File: config.mk
export PLATFORM = sky130hd
export DESIGN_NAME = asts_div_cell
export DESIGN_NICKNAME = d
export VERILOG_FILES = /design/src/rtl/core/asts_pkg.sv /design/src/rtl/core/asts_div_cell.sv
export SDC_FILE = /design/constraint.sdc
export NUM_CORES = 1
export LEC_CHECK = 0
export BUFFER_PORTS_ARGS = -buffer_cell sky130_fd_sc_hd__buf_2
export CORE_ASPECT_RATIO = 1.5
export CORE_MARGIN = 4
export CORE_UTILIZATION = 52
export DETAILED_ROUTE_END_ITERATION = 10
export PLACE_DENSITY = 0.87
export SLEW_MARGIN = 10
export SYNTH_ARGS = -nofsm -noshare
export SYNTH_HDL_FRONTEND = slang
export SYNTH_SLANG_ARGS = --single-unit
File: constraint.sdc
create_clock -name i_clk -period 3.7 [get_ports i_clk]
set_clock_uncertainty 0.2 [all_clocks]
set_input_delay 0.74 -clock i_clk [delete_from_list [all_inputs] [get_ports i_clk]]
set_output_delay 0.74 -clock i_clk [all_outputs]
set_load 0.005 [all_outputs]
File: src/rtl/core/asts_pkg.sv
//------------------------------------------------------------------------------
// asts_pkg
// Shared types and constants for the arcball screen to sphere projection.
//------------------------------------------------------------------------------
package asts_pkg;

    localparam int COORD_BITS = 12;
    localparam int FRAC_BITS = 14;
    localparam int SIZE_BITS = 13;
    localparam int RAD_BITS = 16;
    localparam int OUT_BITS = 16;
    localparam int Z_BITS = 15;

    localparam logic [1:0] REG_VIEW_WIDTH = 2'd0;
    localparam logic [1:0] REG_VIEW_HEIGHT = 2'd1;
    localparam logic [1:0] REG_BALL_RADIUS = 2'd2;

    localparam logic [SIZE_BITS-1:0] RST_VIEW_WIDTH = 13'd1024;
    localparam logic [SIZE_BITS-1:0] RST_VIEW_HEIGHT = 13'd768;
    localparam logic [RAD_BITS-1:0] RST_BALL_RADIUS = 16'd20480;

    typedef struct packed {
        logic [COORD_BITS-1:0] pointer_x;
        logic [COORD_BITS-1:0] pointer_y;
    } t_request;

    typedef struct packed {
        logic signed [OUT_BITS-1:0] sphere_x;
        logic signed [OUT_BITS-1:0] sphere_y;
        logic [Z_BITS-1:0] sphere_z;
        logic outside_ball;
    } t_result;

endpackage

File: src/rtl/core/asts_div_cell.sv
//------------------------------------------------------------------------------
// asts_div_cell
// One restoring-division step: a numerator bit shifted into the remainder, one quotient bit out.
//------------------------------------------------------------------------------
module asts_div_cell
    import asts_pkg::*;
#(
    parameter int RW = 32,
    parameter int DW = 32
) (
    input  logic          i_clk,
    input  logic [RW-1:0] i_rem,
    input  logic [DW-1:0] i_den,
    input  logic          i_bit,
    output logic [RW-1:0] o_rem,
    output logic          o_q
);
    logic [RW:0] w_sh;
    logic [RW:0] w_dif;
    assign w_sh = {i_rem, i_bit};
    assign w_dif = w_sh - (RW+1)'(i_den);
    always_ff @(posedge i_clk) begin
        o_q <= ~w_dif[RW];
        o_rem <= w_dif[RW] ? w_sh[RW-1:0] : w_dif[RW-1:0];
    end
endmodule

After elaboration in Yosys (flattened, before gate mapping)
Cells that the tools add are included.
- word-level logic and storage cells: 5
- bits of input ports: 66
- output and inout port bits: 33
- register bits after elaboration: 33
- add/subtract/negate cells: 1
- muxes and demuxes: 1
- bitwise gates (word level): 1
- operator list (kind ; number):
    subtractor 33 x 32 -> 33 bit ; 1
    2-to-1 mux 32 bit ; 1
    NOT 1 bit ; 1

Longest topological paths before layout
- depth in word-level cells: 2
- gate-level depth with buffers: 13
- depth with buffers taken out: 12

Worst setup path after synthesis
No wires, ideal clock.
- kind: input to register
- start: input port i_den[16]
- end: register o_rem[10]
- data required time: 3379 ps
- setup slack: 384 ps
- buffers on the path: 2
- library setup time: 121 ps
- cell stages on the path: 12
- arrival: 2995 ps
- path through: inv_1 > ha_1 > buf_6 > a21oi_4 > o211ai_1 > a221o_1 > a211o_1 > o21a_1 > o211ai_4 > inv_2 > buf_6 > mux2_4
- cells in the longest elaborated chain, start to end: 2
- RTL lines (element ; RTL line ; text):
    start, declared ; asts_div_cell.sv:13 ; input logic [DW-1:0] i_den,
    subtractor 33 x 32 -> 33 bit ; asts_div_cell.sv:21 ; assign w_dif = w_sh - (RW+1)'(i_den);
    2-to-1 mux 32 bit ; asts_div_cell.sv:24 ; o_rem <= w_dif[RW] ? w_sh[RW-1:0] : w_dif[RW-1:0];
    end signal, assigned ; asts_div_cell.sv:24 ;
    end, declared ; asts_div_cell.sv:15 ; output logic [RW-1:0] o_rem,
Every way passes these cells.

Worst setup path in the final report
- start: input port i_rem[15]
- end: register o_rem[27]
- cells in the longest elaborated chain, start to end: 2
- RTL lines (element ; RTL line ; text):
    start, declared ; asts_div_cell.sv:12 ; input logic [RW-1:0] i_rem,
    subtractor 33 x 32 -> 33 bit ; asts_div_cell.sv:21 ;
    2-to-1 mux 32 bit ; asts_div_cell.sv:24 ;
Every way passes these cells.

==> results.md <==
- Status: finished clean
- Placed Area: 0.00369 sq mm
- Final HPWL from detailed placement: 6900 microns
- Largest net degree at the start of global routing: 21
- Clock root buffer: sky130_fd_sc_hd__clkbuf_8
- Worst VDD drop: 0.203 mV
- Maxcap violations: 0
- End point of the critical path: o_rem[27]
- Count of yosys warnings during synthesis: 0
- Type of origin of the critical path: primary input
- Count of pins on the block boundary: 99
- Buffers inserted by post-CTS timing repair: 0
- Vias per cell: 5.78
- Clock slew at reported path FFs: 0.08 ns
- Final setup viols: 0
- Starting density of the core: 53.4%
- Aggregate routed wire length: 8500 microns
- DIE AREA: 0.00732 sq mm
- Asr flop ratio synth: 0%
- Routed via count: 3265
- Slew Limit Fails: 0
- Endpoint type of the worst setup path: flip-flop
- Clock network power share: 25.3%
- Signed area change from the synthesized netlist to the final layout: 22.4%
- Seq pwr share: 30.9%
- Final critical-path required period: 3.39 ns
- Worst-Margin Slew: 0.485 ns
- TritonCTS Buffers: 5
- First-pass DRT Iterations: 4
- Fraction of power consumed by combinational cells: 43.8%
- Switching share of total power: 33.8%
- Most common cell after layout, fill and taps aside: sky130_fd_sc_hd__buf_2
- Final-layout setup total negative slack: 0 ns
- Avg Synthesized Cell Area: 7.92 sq um
- Hold-fix buffers, CTS: 0
- Number of synthesized flops with an enable pin: 0
- Std-Cell Core Area: 0.00583 sq mm
- Tightest slew margin relative to the limit: 67.7%
- Start point of the critical path: i_rem[15]
- Wire length of the first global-routing pass: 13900 microns
- Routability congestion estimate: 0.910
- Share of the clock period used by the worst path: 91.7%
- Number of register bits inferred by synthesis: 33
- Highest clock rate: 0.295 GHz
- Arrival time worst endpoint: 3.35 ns
- Total inserted antenna cells: 0
- Design Area, Final: 0.00381 sq mm
- Netlist Area Pre-Place: 0.00311 sq mm
- Internal cell power: 967 uW
- Cell taking the most area after synthesis: sky130_fd_sc_hd__dfxtp_1
- Total net switching power: 494 uW
- Number of sinks handled by clock tree synthesis: 33
- Most instantiated flip-flop cell in the synthesis netlist: sky130_fd_sc_hd__dfxtp_1
- Die X-Extent: 71.2 microns
- Sequential share of the synthesized area: 21.2%
- Vertical extent of the die: 103 microns
- Number of antenna violations at the first check in global routing: 0
- Critical path start-end classification: primary input to flip-flop
- Standby leakage power: 0.00201 uW
- Residual antenna-violating net count after detailed routing: 0
- Critical path's most frequent cell: sky130_fd_sc_hd__o211ai_1
- Power per cell area: 383 mW/mm^2
- Post-synthesis cell count: 393
- Setup repair after global routing missed its margin: false
- Gates resized, CTS repair: 0
- Commonest cells after routing, fill and taps aside: 98 x sky130_fd_sc_hd__buf_2, 44 x sky130_fd_sc_hd__nand2_1, 41 x sky130_fd_sc_hd__inv_1, 34 x sky130_fd_sc_hd__a21oi_1, 33 x sky130_fd_sc_hd__dfxtp_1
- Final hold viol count: 0
- Standard-cell rows: 34
- Share of layout cells above drive strength 1: 27.8%
- Global-route usage over all layers: 23.3%
- DRC: 0
- Cells along the critical path: buf_2 > ha_1 > a21oi_4 > o211ai_1 > a221o_1 > a211o_1 > o211ai_1 > o211ai_4 > buf_4 > o41ai_1
- Maximum fanout count along the critical path: 8
- Via count of the first global-routing pass: 3384
- Placed Cells: 557
- Number of different library cells in the post-synthesis netlist: 49
- Buffer depth of the longest clock path: 2
- Worst-path cell with the longest stage delay: sky130_fd_sc_hd__o41ai_1
- Final standard cell count with taps included and fillers excluded: 565
- Filler Cell Count: 505
- Top post-synthesis cells by area: sky130_fd_sc_hd__dfxtp_1 21%, sky130_fd_sc_hd__ha_1 13%, sky130_fd_sc_hd__mux2_4 8.7%
- Number of port buffers: 98
- Remaining global-route overflow: 0
- Proportion of netlist area held by the largest area contributor: 21.2%
- Detailed Route Iter0 Violations: 208
- Number of H-tree levels: 2
- WL/cell: 15.0 microns
- CTS tree: yes
- Crit path required time: 3.66 ns
- Number of nets produced by synthesis: 492
- Worst stage delay on the critical path: 0.46 ns
- Hold/Removal Path Class: primary input to flip-flop
- Final #Nets: 591
per-stage QoR:
| stage | setup slack (ns) | util (%) | total power (uW) | hold slack, ns |
|---|---|---|---|---|
| 5_1_grt | 0.120 | 65.4 | 1540 | 0.480 |
| 6_report | 0.308 | 65.4 | 1460 | 0.459 |
| 3_3_place_gp | 0.0869 | 63.4 | 1080 | 0.750 |
| 4_1_cts | 0.286 | 65.4 | 1460 | 0.463 |
| 3_5_place_dp | 0.0318 | 63.4 | 1100 | 0.761 |
| 2_1_floorplan | 0.384 | - | 880 | 0.639 |
worst min-delay path by stage:
stage | start | end | slack (ns) | cells past startpoint
finish | i_rem[28] | o_rem[29] | 0.46 | 3
global route | i_bit | o_rem[0] | 0.48 | 3
CTS | i_rem[28] | o_rem[29] | 0.46 | 3
detailed placement | i_rem[6] | o_rem[7] | 0.76 | 3
global placement | i_bit | o_rem[0] | 0.75 | 3
floorplan | i_rem[28] | o_rem[29] | 0.64 | 2
power by group through the flow:
stage / logic [uW] / registers [uW] / clock network [uW]
6_report: 641 / 451 / 369
5_1_grt: 705 / 457 / 380
4_1_cts: 640 / 452 / 370
3_3_place_gp: 619 / 459 / 0
3_5_place_dp: 636 / 459 / 0
2_1_floorplan: 407 / 473 / 0
area by class of cell:
class                      count  area [sq um]  area share [%]
inverter                      42           158            4.14
sequential                    33           661            17.3
clock inverter                 1          30.0           0.788
multi-input combinational    303          2220            58.1
clock buffer                   7          86.3            2.27
timing repair buffer         107           571            15.0
tap                           72          90.1            2.36
worst max-delay path, delay by kind of cell:
kind / cells / cell delay, ns
AOI/OAI and AO/OA: 7 / 1.86
adders and majority gates: 1 / 0.43
buffers and inverters: 2 / 0.31
cells by family after synthesis:
| kind of cell | after synthesis | share of synthesized area (%) |
|---|---|---|
| compound gates | 120 | 25.6 |
| xor+xnor | 24 | 6.75 |
| fa+ha+maj | 33 | 13.5 |
| buf+inv | 57 | 7.63 |
| flops | 33 | 21.2 |
| mux | 18 | 8.68 |
| simple gates | 108 | 16.6 |
metal layers:
metal / part of all wire, % / GRT usage (%) / wire, microns / vias up
li1: - / - / - / 1592
met1: 34 / 21.0 / 2860 / 1510
met2: 55 / 47.1 / 4690 / 124
met3: 6.4 / 4.10 / 545 / 39
met4: 4.7 / 13.7 / 401 / 0
met5: 0 / 0 / 0 / -
Yosys cell counts, types with 8 or more instances:
master                     count
sky130_fd_sc_hd__nand2_1      44
sky130_fd_sc_hd__inv_1        41
sky130_fd_sc_hd__a21oi_1      34
sky130_fd_sc_hd__dfxtp_1      33
sky130_fd_sc_hd__ha_1         32
sky130_fd_sc_hd__o21ai_0      24
sky130_fd_sc_hd__mux2_4       18
sky130_fd_sc_hd__nor2_1       16
sky130_fd_sc_hd__a21o_1       15
sky130_fd_sc_hd__xnor2_1      14
sky130_fd_sc_hd__clkbuf_1     11
sky130_fd_sc_hd__nand3_1      11
sky130_fd_sc_hd__xor2_1       10
sky130_fd_sc_hd__o211ai_1      8
state kept, by name (all words and copies together) (netlist names):
signal and count:
o_rem 32, o_q 1
Power figures use the tool's default switching activity.
