==> src/rtl/core/asts_pkg.sv <==
//------------------------------------------------------------------------------
// asts_pkg
// Shared types and constants for the arcball screen to sphere projection.
//------------------------------------------------------------------------------
package asts_pkg;

    localparam int COORD_BITS = 12;
    localparam int FRAC_BITS = 14;
    localparam int SIZE_BITS = 13;
    localparam int RAD_BITS = 16;
    localparam int OUT_BITS = 16;
    localparam int Z_BITS = 15;

    localparam logic [1:0] REG_VIEW_WIDTH = 2'd0;
    localparam logic [1:0] REG_VIEW_HEIGHT = 2'd1;
    localparam logic [1:0] REG_BALL_RADIUS = 2'd2;

    localparam logic [SIZE_BITS-1:0] RST_VIEW_WIDTH = 13'd1024;
    localparam logic [SIZE_BITS-1:0] RST_VIEW_HEIGHT = 13'd768;
    localparam logic [RAD_BITS-1:0] RST_BALL_RADIUS = 16'd20480;

    typedef struct packed {
        logic [COORD_BITS-1:0] pointer_x;
        logic [COORD_BITS-1:0] pointer_y;
    } t_request;

    typedef struct packed {
        logic signed [OUT_BITS-1:0] sphere_x;
        logic signed [OUT_BITS-1:0] sphere_y;
        logic [Z_BITS-1:0] sphere_z;
        logic outside_ball;
    } t_result;

endpackage

==> src/rtl/core/asts_sqrt_cell.sv <==
//------------------------------------------------------------------------------
// asts_sqrt_cell
// One digit-by-digit square root step over a pair of radicand bits.
//------------------------------------------------------------------------------
module asts_sqrt_cell
    import asts_pkg::*;
#(
    parameter int W = 20
) (
    input  logic         i_clk,
    input  logic [W+1:0] i_rem,
    input  logic [W-1:0] i_root,
    input  logic [1:0]   i_pair,
    output logic [W+1:0] o_rem,
    output logic [W-1:0] o_root
);
    logic [W+3:0] w_sh;
    logic [W+3:0] w_dif;
    assign w_sh = {i_rem, i_pair};
    assign w_dif = w_sh - {2'b0, i_root, 2'b01};
    always_ff @(posedge i_clk) begin
        if (!w_dif[W+3]) begin
            o_rem <= w_dif[W+1:0];
            o_root <= {i_root[W-2:0], 1'b1};
        end else begin
            o_rem <= w_sh[W+1:0];
            o_root <= {i_root[W-2:0], 1'b0};
        end
    end
endmodule

==> config.mk <==
export PLATFORM = sky130hd
export DESIGN_NAME = asts_sqrt_cell
export DESIGN_NICKNAME = d
export VERILOG_FILES = /design/src/rtl/core/asts_pkg.sv /design/src/rtl/core/asts_sqrt_cell.sv
export SDC_FILE = /design/constraint.sdc
export NUM_CORES = 1
export LEC_CHECK = 0
export CAP_MARGIN = 25
export CORE_MARGIN = 2
export CORE_UTILIZATION = 50
export DETAILED_ROUTE_END_ITERATION = 6
export DONT_BUFFER_PORTS = 1
export GPL_TIMING_DRIVEN = 0
export PLACE_DENSITY = 0.74
export SLEW_MARGIN = 20
export SYNTH_ARGS = -nofsm -noshare
export SYNTH_HDL_FRONTEND = slang
export SYNTH_SLANG_ARGS = --single-unit
==> constraint.sdc <==
create_clock -name i_clk -period 8.1 [get_ports i_clk]
set_clock_uncertainty 0.2 [all_clocks]
set_input_delay 1.215 -clock i_clk [delete_from_list [all_inputs] [get_ports i_clk]]
set_output_delay 1.215 -clock i_clk [all_outputs]
set_load 0.02 [all_outputs]
Yosys cells after proc, flatten, opt, wreduce, memory -nomap -nowiden
Cells that the tools add are included.
{ "word_totals": {"regBits": 42, "out_inout_bits": 42} }
{ "op_classes": {"add_sub_neg": 1, "muxes": 2} }
{ "ops": {"columns": ["operator", "n"], "rows": [
  ["subtractor 24 x 22 -> 24 bit", 1],
  ["two-way mux 22 bit", 1],
  ["two-way mux 1 bit", 1]
]} }

Logic depth before layout (Yosys ltp)
Gate-level depths: netlist of run 1.
{ "depth": {"ltp_word": 2, "ltp_mapped": 11, "mapped_depth_nobuf": 9} }

Worst setup path after synthesis of run 1
No wires, ideal clock.
{ "synth_path": {"path_type": "input port to flip-flop", "start": "in i_root[17]", "end": "reg o_rem[10]", "arrival_ps": 3093, "t_required_ps": 7779, "slack_ps": 4686, "path_stages": 11, "path_buffers": 2, "cell_sequence": "inv_1 > ha_1 > clkbuf_2 > and3_1 > a221oi_1 > o21ai_1 > a311oi_1 > a21oi_1 > o311a_4 > buf_12 > mux2_4"} }
{ "synth_via": {"elab_chain_cells": 2} }
{ "synth_lines": {"columns": ["item", "line_no", "source"], "rows": [
  ["start, declared", "asts_sqrt_cell.sv:12", "input logic [W-1:0] i_root,"],
  ["subtractor 24 x 22 -> 24 bit", "asts_sqrt_cell.sv:20", "assign w_dif = w_sh - {2'b0, i_root, 2'b01};"],
  ["two-way mux 22 bit", "asts_sqrt_cell.sv:22", "if (!w_dif[W+3]) begin"],
  ["end signal, assigned", "asts_sqrt_cell.sv:23", "o_rem <= w_dif[W+1:0];"],
  ["end signal, assigned", "asts_sqrt_cell.sv:26", "o_rem <= w_sh[W+1:0];"],
  ["end, declared", "asts_sqrt_cell.sv:14", "output logic [W+1:0] o_rem,"]
]} }
No other way between the ends.

Worst setup path in the final report of run 1
{ "layout_path": {"start": "in i_root[0]", "end": "reg o_rem[16]"} }
The elaborated chain is that of the path after synthesis.

==> flow_summary.ini, run 1 <==
[power_and_ir_drop]
clock_power_share_pct = 27.1
intPower_uw = 406
p_leak_uw = 0.00126
irDropWorstVdd_uv = 95.1
swShare_pct = 31.0
p_per_area_nw_per_um2 = 227
power_uw = 589
p_switching_uw = 183
power_frac_comb_pct = 25.2
share_seq_of_total_power_pct = 47.7

[cells_and_area]
fin_area_um2 = 2600
fill_cells = 426
n_antenna_cell = 0
areaGrowthSynthToFinish_pct = 7.28
final_cells = 308
layout-drive-gt1-share_pct = 15.0
fin_util_pct = 55.4
nets = 319

[worst_setup_path]
startpoint_type = input port
worstPathMaxFanout = 5
worstPathRequired_ns = 8.08
crit_slowest_cell = o31ai_1
path_cells = inv_1 -> ha_1 -> nor2b_1 -> o31a_2 -> nor4_1 -> o31ai_1 -> a21oi_1 -> xnor2_1 -> mux2_4
path_class = in2reg
critical_path.max_stage_delay_ns = 0.71
end_kind = flop
worst_ep_arrival_time_ns = 3.43

[floorplanning]
die_width_um = 73.6
die_h_um = 73.6
placementRows = 25
die-area_um2 = 5420
core-area_um2 = 4690
io_pins = 87
start_util_pct = 51.6

[run]
cap_violations = 0

[placement]
dp_cells = 300
dpl_cell_area_um2 = 2490
gp_congestion = 0.826
dp_hpwl_mm = 3.67
io_buffers = 0

[min_path]
hold_end = o_root[4]
holdCritStartpoint = i_root[3]
worstHoldPathType = in2reg
holdPathStages = 0

[routing]
drc_errors = 0
first_pass_iters = 4
vias_per_cell = 5.66
vias = 1742
post_drt_wl_per_cell_um = 14.8
wl_mm = 4.55
drt_iter0_drc = 112
ant_nets = 0

[yosys]
async_reset_ff_share_pct = 0
synth_area_per_cell_um2 = 9.85
syn_nets = 312
ys_seq_elements = 42
synthDistinctLibCells = 49
ys.flop_type = dfxtp_1
synth_edf_count = 0
synth_warnings = 0
syn_area_um2 = 2420
syn_inst = 246
ys_seq_area_share_pct = 34.7

[clocking]
cts_htree_levels = 2
clock_sinks = 42
cts_root_buf = clkbuf_8
cts_buffers = 5
hold_buffers = 0
clkTransAtPathRegs_ns = 0.08
clock_path_buffers = 2
post_cts.repair.setup_buffers = 0
cts_tree = yes
postCtsResizedCells = 0

[sta]
fmax_ghz = 0.290
setup_tns_ns = 0
timing_hold_violations_final = 0
slew_violations = 0
rsz0062_at_grt = no
worst_pin_slew_ns = 0.835
timing.slew.headroom_pct = 43.9
period_needed_ns = 3.44
fin_crit_sh_pct = 42.5
setup_viol = 0

[run_status]
status = completed

[global_routing]
grtUsageMet3_pct = 6.45
met1_usage_pct = 22.3
antenna_found_initial = 0
top_usage_layer = met2
grt_overflow = 0
grt_pass1_wl_mm = 7.33
grt_use_total_pct = 17.8
grt_max_degree = 14
grt_use_met2_pct = 26.8
grt_pass1_vias = 1648
per-stage QoR:
stage	setup WS, ns	hold WS (ns)
floorplan	4.69	1.04
detailed placement	4.37	1.04
global route	4.61	0.711
finish	4.66	0.733
global placement	4.36	1.04
CTS	4.69	0.717
layout by cell type, fill, tap and decap left out, drive strengths merged, types with 2 or more instances in the layout:
master	instances
o311a	2
o21ai	11
nand4	3
clkbuf	8
a22oi	2
a21oi	15
inv	26
xnor2	13
mux2i	2
nand2	10
mux2	20
nor3	2
clkinv	2
nor2	12
a21boi	2
and2	2
ha	21
a31oi	4
xor2	7
dfxtp	42
buf	2
a21o	9
o21a	3
a211oi	3
and3	5
nand2b	2
o21bai	5
worst max-delay path, delay by kind of cell:
kind	cells	cell delay (ns)
multiplexers	1	0.26
buffers and inverters	1	0.02
adder cells (fa/ha/maj)	1	0.30
AND/OR/NAND/NOR	2	0.26
AO/OA/AOI/OAI	3	1.16
XOR/XNOR	1	0.20
per-layer routing:
metal | vias to the layer above | part of all wire, %
li1 | 883 | -
met5 | - | 0
met2 | 70 | 46
met3 | 9 | 7.7
met4 | 0 | 2.4
met1 | 780 | 44
kinds of logic after synthesis:
group / synth area share [%]
mux: 12.8
xor+xnor: 7.23
fa+ha+maj: 10.8
simple gates: 8.83
flops: 34.7
buf+inv: 6.20
compound gates: 19.4
final cells by class:
cell class | instances | area, um2 | share of cell area [%]
Multi-Input combinational cell | 173 | 1430 | 55.1
Sequential cell | 42 | 841 | 32.4
Inverter | 26 | 97.6 | 3.76
Clock buffer | 5 | 68.8 | 2.65
Tap cell | 54 | 67.6 | 2.60
Buffer | 5 | 52.6 | 2.02
Clock inverter | 3 | 40.0 | 1.54
power by group through the flow:
| stage | Clock (uW) | Combinational, uW | Sequential (uW) |
|---|---|---|---|
| 2_1_floorplan | 0 | 128 | 284 |
| 3_5_place_dp | 0 | 149 | 286 |
| 3_3_place_gp | 0 | 146 | 286 |
| 5_1_grt | 175 | 164 | 284 |
| 4_1_cts | 167 | 150 | 281 |
| 6_report | 160 | 148 | 281 |
Yosys cell counts (2+ instances only):
library cell	n	share of area, %
buf_12	2	1.7
clkbuf_1	2	0.31
xor2_1	7	2.5
nor2_1	12	1.9
mux2i_1	2	0.83
o21ai_0	10	2.1
a211oi_1	3	0.93
ha_1	21	11
a31oi_1	4	1.0
nand4_1	3	0.77
a21boi_0	2	0.62
a21o_1	9	2.8
nand2_1	10	1.5
a22oi_1	2	0.62
a21oi_1	15	3.1
dfxtp_1	42	35
xnor2_1	13	4.7
nor3_1	2	0.41
mux2_4	17	11
and2_1	2	0.52
mux2_2	3	1.4
inv_1	26	4.0
o21a_1	3	0.93
nand2b_1	2	0.52
o21bai_1	4	1.2
and3_1	5	1.3
how the worst max path moves through the flow:
stage | from | end | slack (ns)
2_1_floorplan | i_root[17] | o_rem[10] | 4.69
3_3_place_gp | i_root[0] | o_rem[16] | 4.36
3_5_place_dp | i_root[0] | o_rem[16] | 4.37
4_1_cts | i_root[0] | o_rem[16] | 4.69
5_1_grt | i_root[17] | o_rem[16] | 4.61
6_report | i_root[0] | o_rem[16] | 4.66
flip-flops by register name, indices dropped and copies added (netlist names):
name,count
o_rem,22
o_root,20
Note: power is estimated with default switching activity, not from simulation.
==> run 2, diff against run 1 <==
- ABC_AREA: unset -> 1
- PLACE_DENSITY: 0.74 -> 0.77
- clock period: 8.1 -> 3 ns (I/O delays scaled with it)
==> run 2 against run 1 <==
  * Synthesized cell count grew 87%
  * Flip-flop and latch count stayed put
  * Worst hold slack got worse by 0.68 ns
  * Utilization increased by 2.6 points
  * Critical endpoint is now o_rem[13]
  * Largest cell class unchanged
  * Highest routed layer unchanged
==> flow_summary.ini, run 2 <==
[sta]
timing_hold_violations_final = 0
period_needed_ns = 2.00
fmax_ghz = 0.500
worst_pin_slew_ns = 0.334
slew_violations = 0
setup_tns_ns = 0
timing.slew.headroom_pct = 77.8
setup_ws_ns = 1.00
setup_viol = 0
fin_crit_sh_pct = 66.6
rsz0062_at_grt = no

[worst_setup_path]
startpoint_type = input port
endpoint = o_rem[13]
worst_ep_arrival_time_ns = 1.99
worstPathRequired_ns = 2.99
path_class = in2reg
worstPathMaxFanout = 10
cp-startpoint = i_root[16]
end_kind = flop

[yosys]
synth_warnings = 0
synthDistinctLibCells = 24
synth.largest_area_cell = dfxtp_1
ys_seq_elements = 42
yosysMostFrequentCell = nand2_1
async_reset_ff_share_pct = 0
netlist.area_leader.share_pct = 30.1
synth_area_per_cell_um2 = 6.06
syn_inst = 461
syn_area_um2 = 2790
ys.flop_type = dfxtp_1
yosys-top-cells-area = dfxtp_1, nand2_1, inv_1
synth_edf_count = 0
syn_nets = 527
ys_seq_area_share_pct = 30.1
synthTopCellsByCount = nand2_1, inv_1, dfxtp_1, nor2_1, nand3_1

[cells_and_area]
n_antenna_cell = 0
final_cell_mix = nand2_1, inv_1, dfxtp_1
nets = 553
reg_top3 = o_rem x22, o_root x20
areaGrowthSynthToFinish_pct = 12.9
largest_reg_flops = 22
top_register = o_rem
layout-drive-gt1-share_pct = 5.13
layout_commonest_cell = nand2_1

[routing]
drt_iter0_drc = 86
vias_per_cell = 4.66
vias = 2603
post_drt_wl_per_cell_um = 12.2
first_pass_iters = 4
wl_mm = 6.83
ant_nets = 0
drc_errors = 0

[floorplanning]
placementRows = 27
die_width_um = 78.7
die_h_um = 78.7
io_pins = 87
core-area_um2 = 5440
die-area_um2 = 6200
start_util_pct = 51.3

[clocking]
clock_sinks = 42
cts_tree = yes
cts_htree_levels = 2
clock_path_buffers = 2
cts_buffers = 5
clkTransAtPathRegs_ns = 0.08
cts_root_buf = clkbuf_8

[min_path]
worstHoldPathType = in2reg

[power_and_ir_drop]
p_per_area_nw_per_um2 = 473
p_leak_uw = 0.00188
irDropWorstVdd_uv = 200

[global_routing]
antenna_found_initial = 0
grt_overflow = 0
grt_pass1_vias = 2478
grt_use_total_pct = 23.2
grt_pass1_wl_mm = 11.1
grt_max_degree = 13

[run_status]
status = completed

[placement]
dpl_worst_slack_ns = 0.695
dp_hpwl_mm = 5.55
gp_congestion = 0.822
io_buffers = 0

[run]
cap_violations = 0
-- run 2: cell count changes after synthesis, sizes merged, moves of 8 or more --
cell,delta
inv,+67
mux2,-20
nand3,+23
xnor2,-12
nand2,+203
a21o,-8
nor2,+17
o21ai,-9
-- run 2: metal layers --
layer | GRT usage, % | vias up | routed length (um)
met5 | 0 | - | 0
met4 | 7.37 | 0 | 109
met1 | 28.7 | 1101 | 3090
li1 | - | 1418 | -
met2 | 39.1 | 74 | 3230
met3 | 6.25 | 10 | 392
-- run 2: logic make-up after synthesis --
| logic type | Yosys count | synth area share, % |
|---|---|---|
| DFF | 42 | 30.1 |
| adders and majority gates | 21 | 9.41 |
| AOI/OAI and AO/OA | 16 | 3.05 |
| xor gates and xnor gates | 9 | 2.82 |
| buffers and inverters | 97 | 14.1 |
| and+or+nand+nor | 276 | 40.5 |
-- run 2: repair_timing --
item	CTS	global route
hold buffers	19	0
hold endpoints to repair	19	0
gates resized for setup	0	0
buffers inserted	0	0
-- run 2: worst min path at each step --
stage                          start          to  slack [ns]  depth (start not counted)
final                       i_rem[9]   o_rem[11]        0.06                          2
after floorplan            i_root[9]  o_root[10]        0.28                          0
after detailed placement  i_root[14]  o_root[15]        0.28                          0
after CTS                   i_rem[9]   o_rem[11]        0.05                          2
after global placement    i_root[14]  o_root[15]        0.28                          0
after global routing        i_rem[5]    o_rem[7]        0.04                          2
-- run 2: per-stage QoR --
step                      power [uW]  utilization [%]  cell area [um2]  hold slack [ns]  std cells
after floorplan                 1050                -             2790            0.278        461
after global placement          1120             53.0             2880            0.278        533
after detailed placement        1130             53.0             2880            0.278        533
after CTS                       1510             57.9             3150           0.0486        559
after global routing            1600             57.9             3150           0.0409        559
final                           1490             57.9             3150           0.0555        559
-- run 2: final cells by class --
cell class	count	area [um2]
inverter	93	349
timing repair buffer	19	190
buffer	4	45.0
sequential	42	841
clock buffer	5	68.8
multi-input combinational	322	1560
fill	546	2290
tap	72	90.1
clock inverter	2	10.0
-- run 2: critical path, cell delays in order --
cell	delay, ns
inv_1	0.02
ha_1	0.33
nand2_1	0.13
inv_1	0.06
nand2_1	0.06
nand2_1	0.06
a21oi_1	0.27
nand3_2	0.14
nand2_1	0.09
nand2_2	0.09
buf_6	0.16
nand2_1	0.06
nand2_1	0.05
-- run 2: power by group --
part	internal [uW]	total [uW]	switching (uW)
logic	157	410	253
registers	624	729	105
clock network	156	350	194
total	937	1490	552
==> run 3, diff against run 2 <==
- clock period: 3 -> 1.7 ns (I/O delays scaled with it)
==> run 3 against run 2 <==
  * The flow now finishes with violations (hold timing)
  * Setup slack got worse by 0.93 ns
  * Highest routed layer unchanged
  * Wire length increased by 15%
  * Utilization increased by 12 points
  * Clock power increased by 99%
  * Global-route usage increased by 2.6 points
  * Cell count increased by 4.5%
  * Worst hold slack got worse by 0.19 ns
  * Combinational power increased by 130%
==> flow_summary.ini, run 3 (same netlist as run 2, synthesis figures left out) <==
[run_status]
status = finished, violations left
violations = hold timing

[global_routing]
grt_pass1_wl_mm = 12.5
grt_overflow = 0
grt_max_degree = 13
grt_pass1_vias = 2735
grt_use_total_pct = 25.8
antenna_found_initial = 0

[routing]
drt_iter0_drc = 86
ant_nets = 0
vias = 2776
drc_errors = 0
vias_per_cell = 4.75
post_drt_wl_per_cell_um = 13.4
first_pass_iters = 4
wl_mm = 7.82

[clocking]
hold_buffers = 40
cts_tree = yes
cts_buffers = 5
clkTransAtPathRegs_ns = 0.08
clock_sinks = 42
cts_htree_levels = 2
clock_path_buffers = 2
cts_root_buf = clkbuf_8

[sta]
timing.slew.headroom_pct = 83.0
period_needed_ns = 1.63
fmax_ghz = 0.614
slew_violations = 0
timing_hold_violations_final = 1
setup_ws_ns = 0.0715
whs_ns = -0.131
worst_pin_slew_ns = 0.255
setup_viol = 0
fin_crit_sh_pct = 95.8

[worst_setup_path]
path_buf_inv = 2
crit_family = simple AND/OR/NAND/NOR gates
cp-startpoint = i_root[0]
worstPathRequired_ns = 1.69
path_cells = inv_4 -> ha_4 -> o21ai_1 -> nand2_1 -> nand2_2 -> nand2_4 -> nand2_2 -> nand3_2 -> nand2_2 -> nand2_4 -> buf_8 -> nand2_1 -> nand2_1
path_class = in2reg
end_kind = flop
startpoint_type = input port
critical_path.max_stage_delay_ns = 0.25
worstPathMaxFanout = 10
crit_slowest_cell = ha_4
worst_ep_arrival_time_ns = 1.62

[floorplanning]
core-area_um2 = 5440
start_util_pct = 51.3
die_width_um = 78.7
die_h_um = 78.7
placementRows = 27
die-area_um2 = 6200
io_pins = 87

[power_and_ir_drop]
swShare_pct = 37.1
power_frac_comb_pct = 32.3
share_seq_of_total_power_pct = 43.9
p_switching_uw = 1090
intPower_uw = 1850
irDropWorstVdd_uv = 426
clock_power_share_pct = 23.7
p_leak_uw = 0.00202
p_per_area_nw_per_um2 = 769

[cells_and_area]
n_antenna_cell = 0
areaGrowthSynthToFinish_pct = 36.8
fill_cells = 441
layout_commonest_cell = nand2_1
final_cell_mix = nand2_1, inv_1, dfxtp_1
multi_input_area_um2 = 1940
layout-drive-gt1-share_pct = 18.0
fin_area_um2 = 3820
reg_top3 = o_rem x22, o_root x20
top_register = o_rem
final_cells = 584
largest_reg_flops = 22
ff_latch_area_um2 = 841
nets = 577

[run]
cap_violations = 0

[placement]
dp_hpwl_mm = 5.75
dp_cells = 533
gp_congestion = 0.819
io_buffers = 0
dpl_worst_slack_ns = -0.245
dpl_cell_area_um2 = 3250

[min_path]
holdCritStartpoint = i_pair[0]
worstHoldPathType = in2reg
## run 3: changes by cell type in the layout (fill, tap and decap cells not counted), sizes merged
cell / previous run / this run
dlygate4sd3: 19 / 40
buf: 4 / 7
clkbuf: 5 / 7
clkinv: 2 / 1
## run 3: layout make-up
class	instances	area share, %
timing repair buffer	43	11.1
tap	72	2.36
clock buffer	7	2.26
clock inverter	1	0.131
multi-input combinational	322	50.9
inverter	93	9.79
sequential	42	22.0
buffer	4	1.47
## run 3: routing by layer
layer	up-vias	global-route usage, %	share of wire (%)
met5	-	0	0
met4	0	6.32	0.69
met3	6	5.23	4.6
met2	72	45.9	49
met1	1227	31.7	45
li1	1471	-	-
## run 3: through the flow
| stage | hold WS (ns) | total power [uW] | TNS [ns] | util [%] |
|---|---|---|---|---|
| global placement | 0.0828 | 2120 | -4.49 | 59.7 |
| global route | -0.141 | 3120 | -0.0269 | 70.2 |
| finish | -0.131 | 2940 | 0 | 70.2 |
| floorplan | 0.0827 | 1970 | -0.179 | - |
| CTS | -0.136 | 2890 | 0 | 68.8 |
| detailed placement | 0.0828 | 2140 | -5.09 | 59.7 |
## run 3: what timing repair did
| item | CTS | global route |
|---|---|---|
| resized for setup | 0 | 18 |
| buffers inserted | 0 | 2 |
| endpoints found under the setup margin | 0 | 22 |
| hold endpoints to repair | 41 | 1 |
## run 3: path summary, 6_finish.rpt
kind / end / cells past startpoint
worst max-delay path: o_rem[16] / 13
worst min-delay path: o_rem[0] / 2
## run 3: power by group through the flow
stage	clock [uW]	sequential, uW	combinational [uW]
floorplan	0	1300	674
global placement	0	1310	812
detailed placement	0	1320	827
CTS	693	1290	903
global route	752	1300	1070
finish	697	1290	950
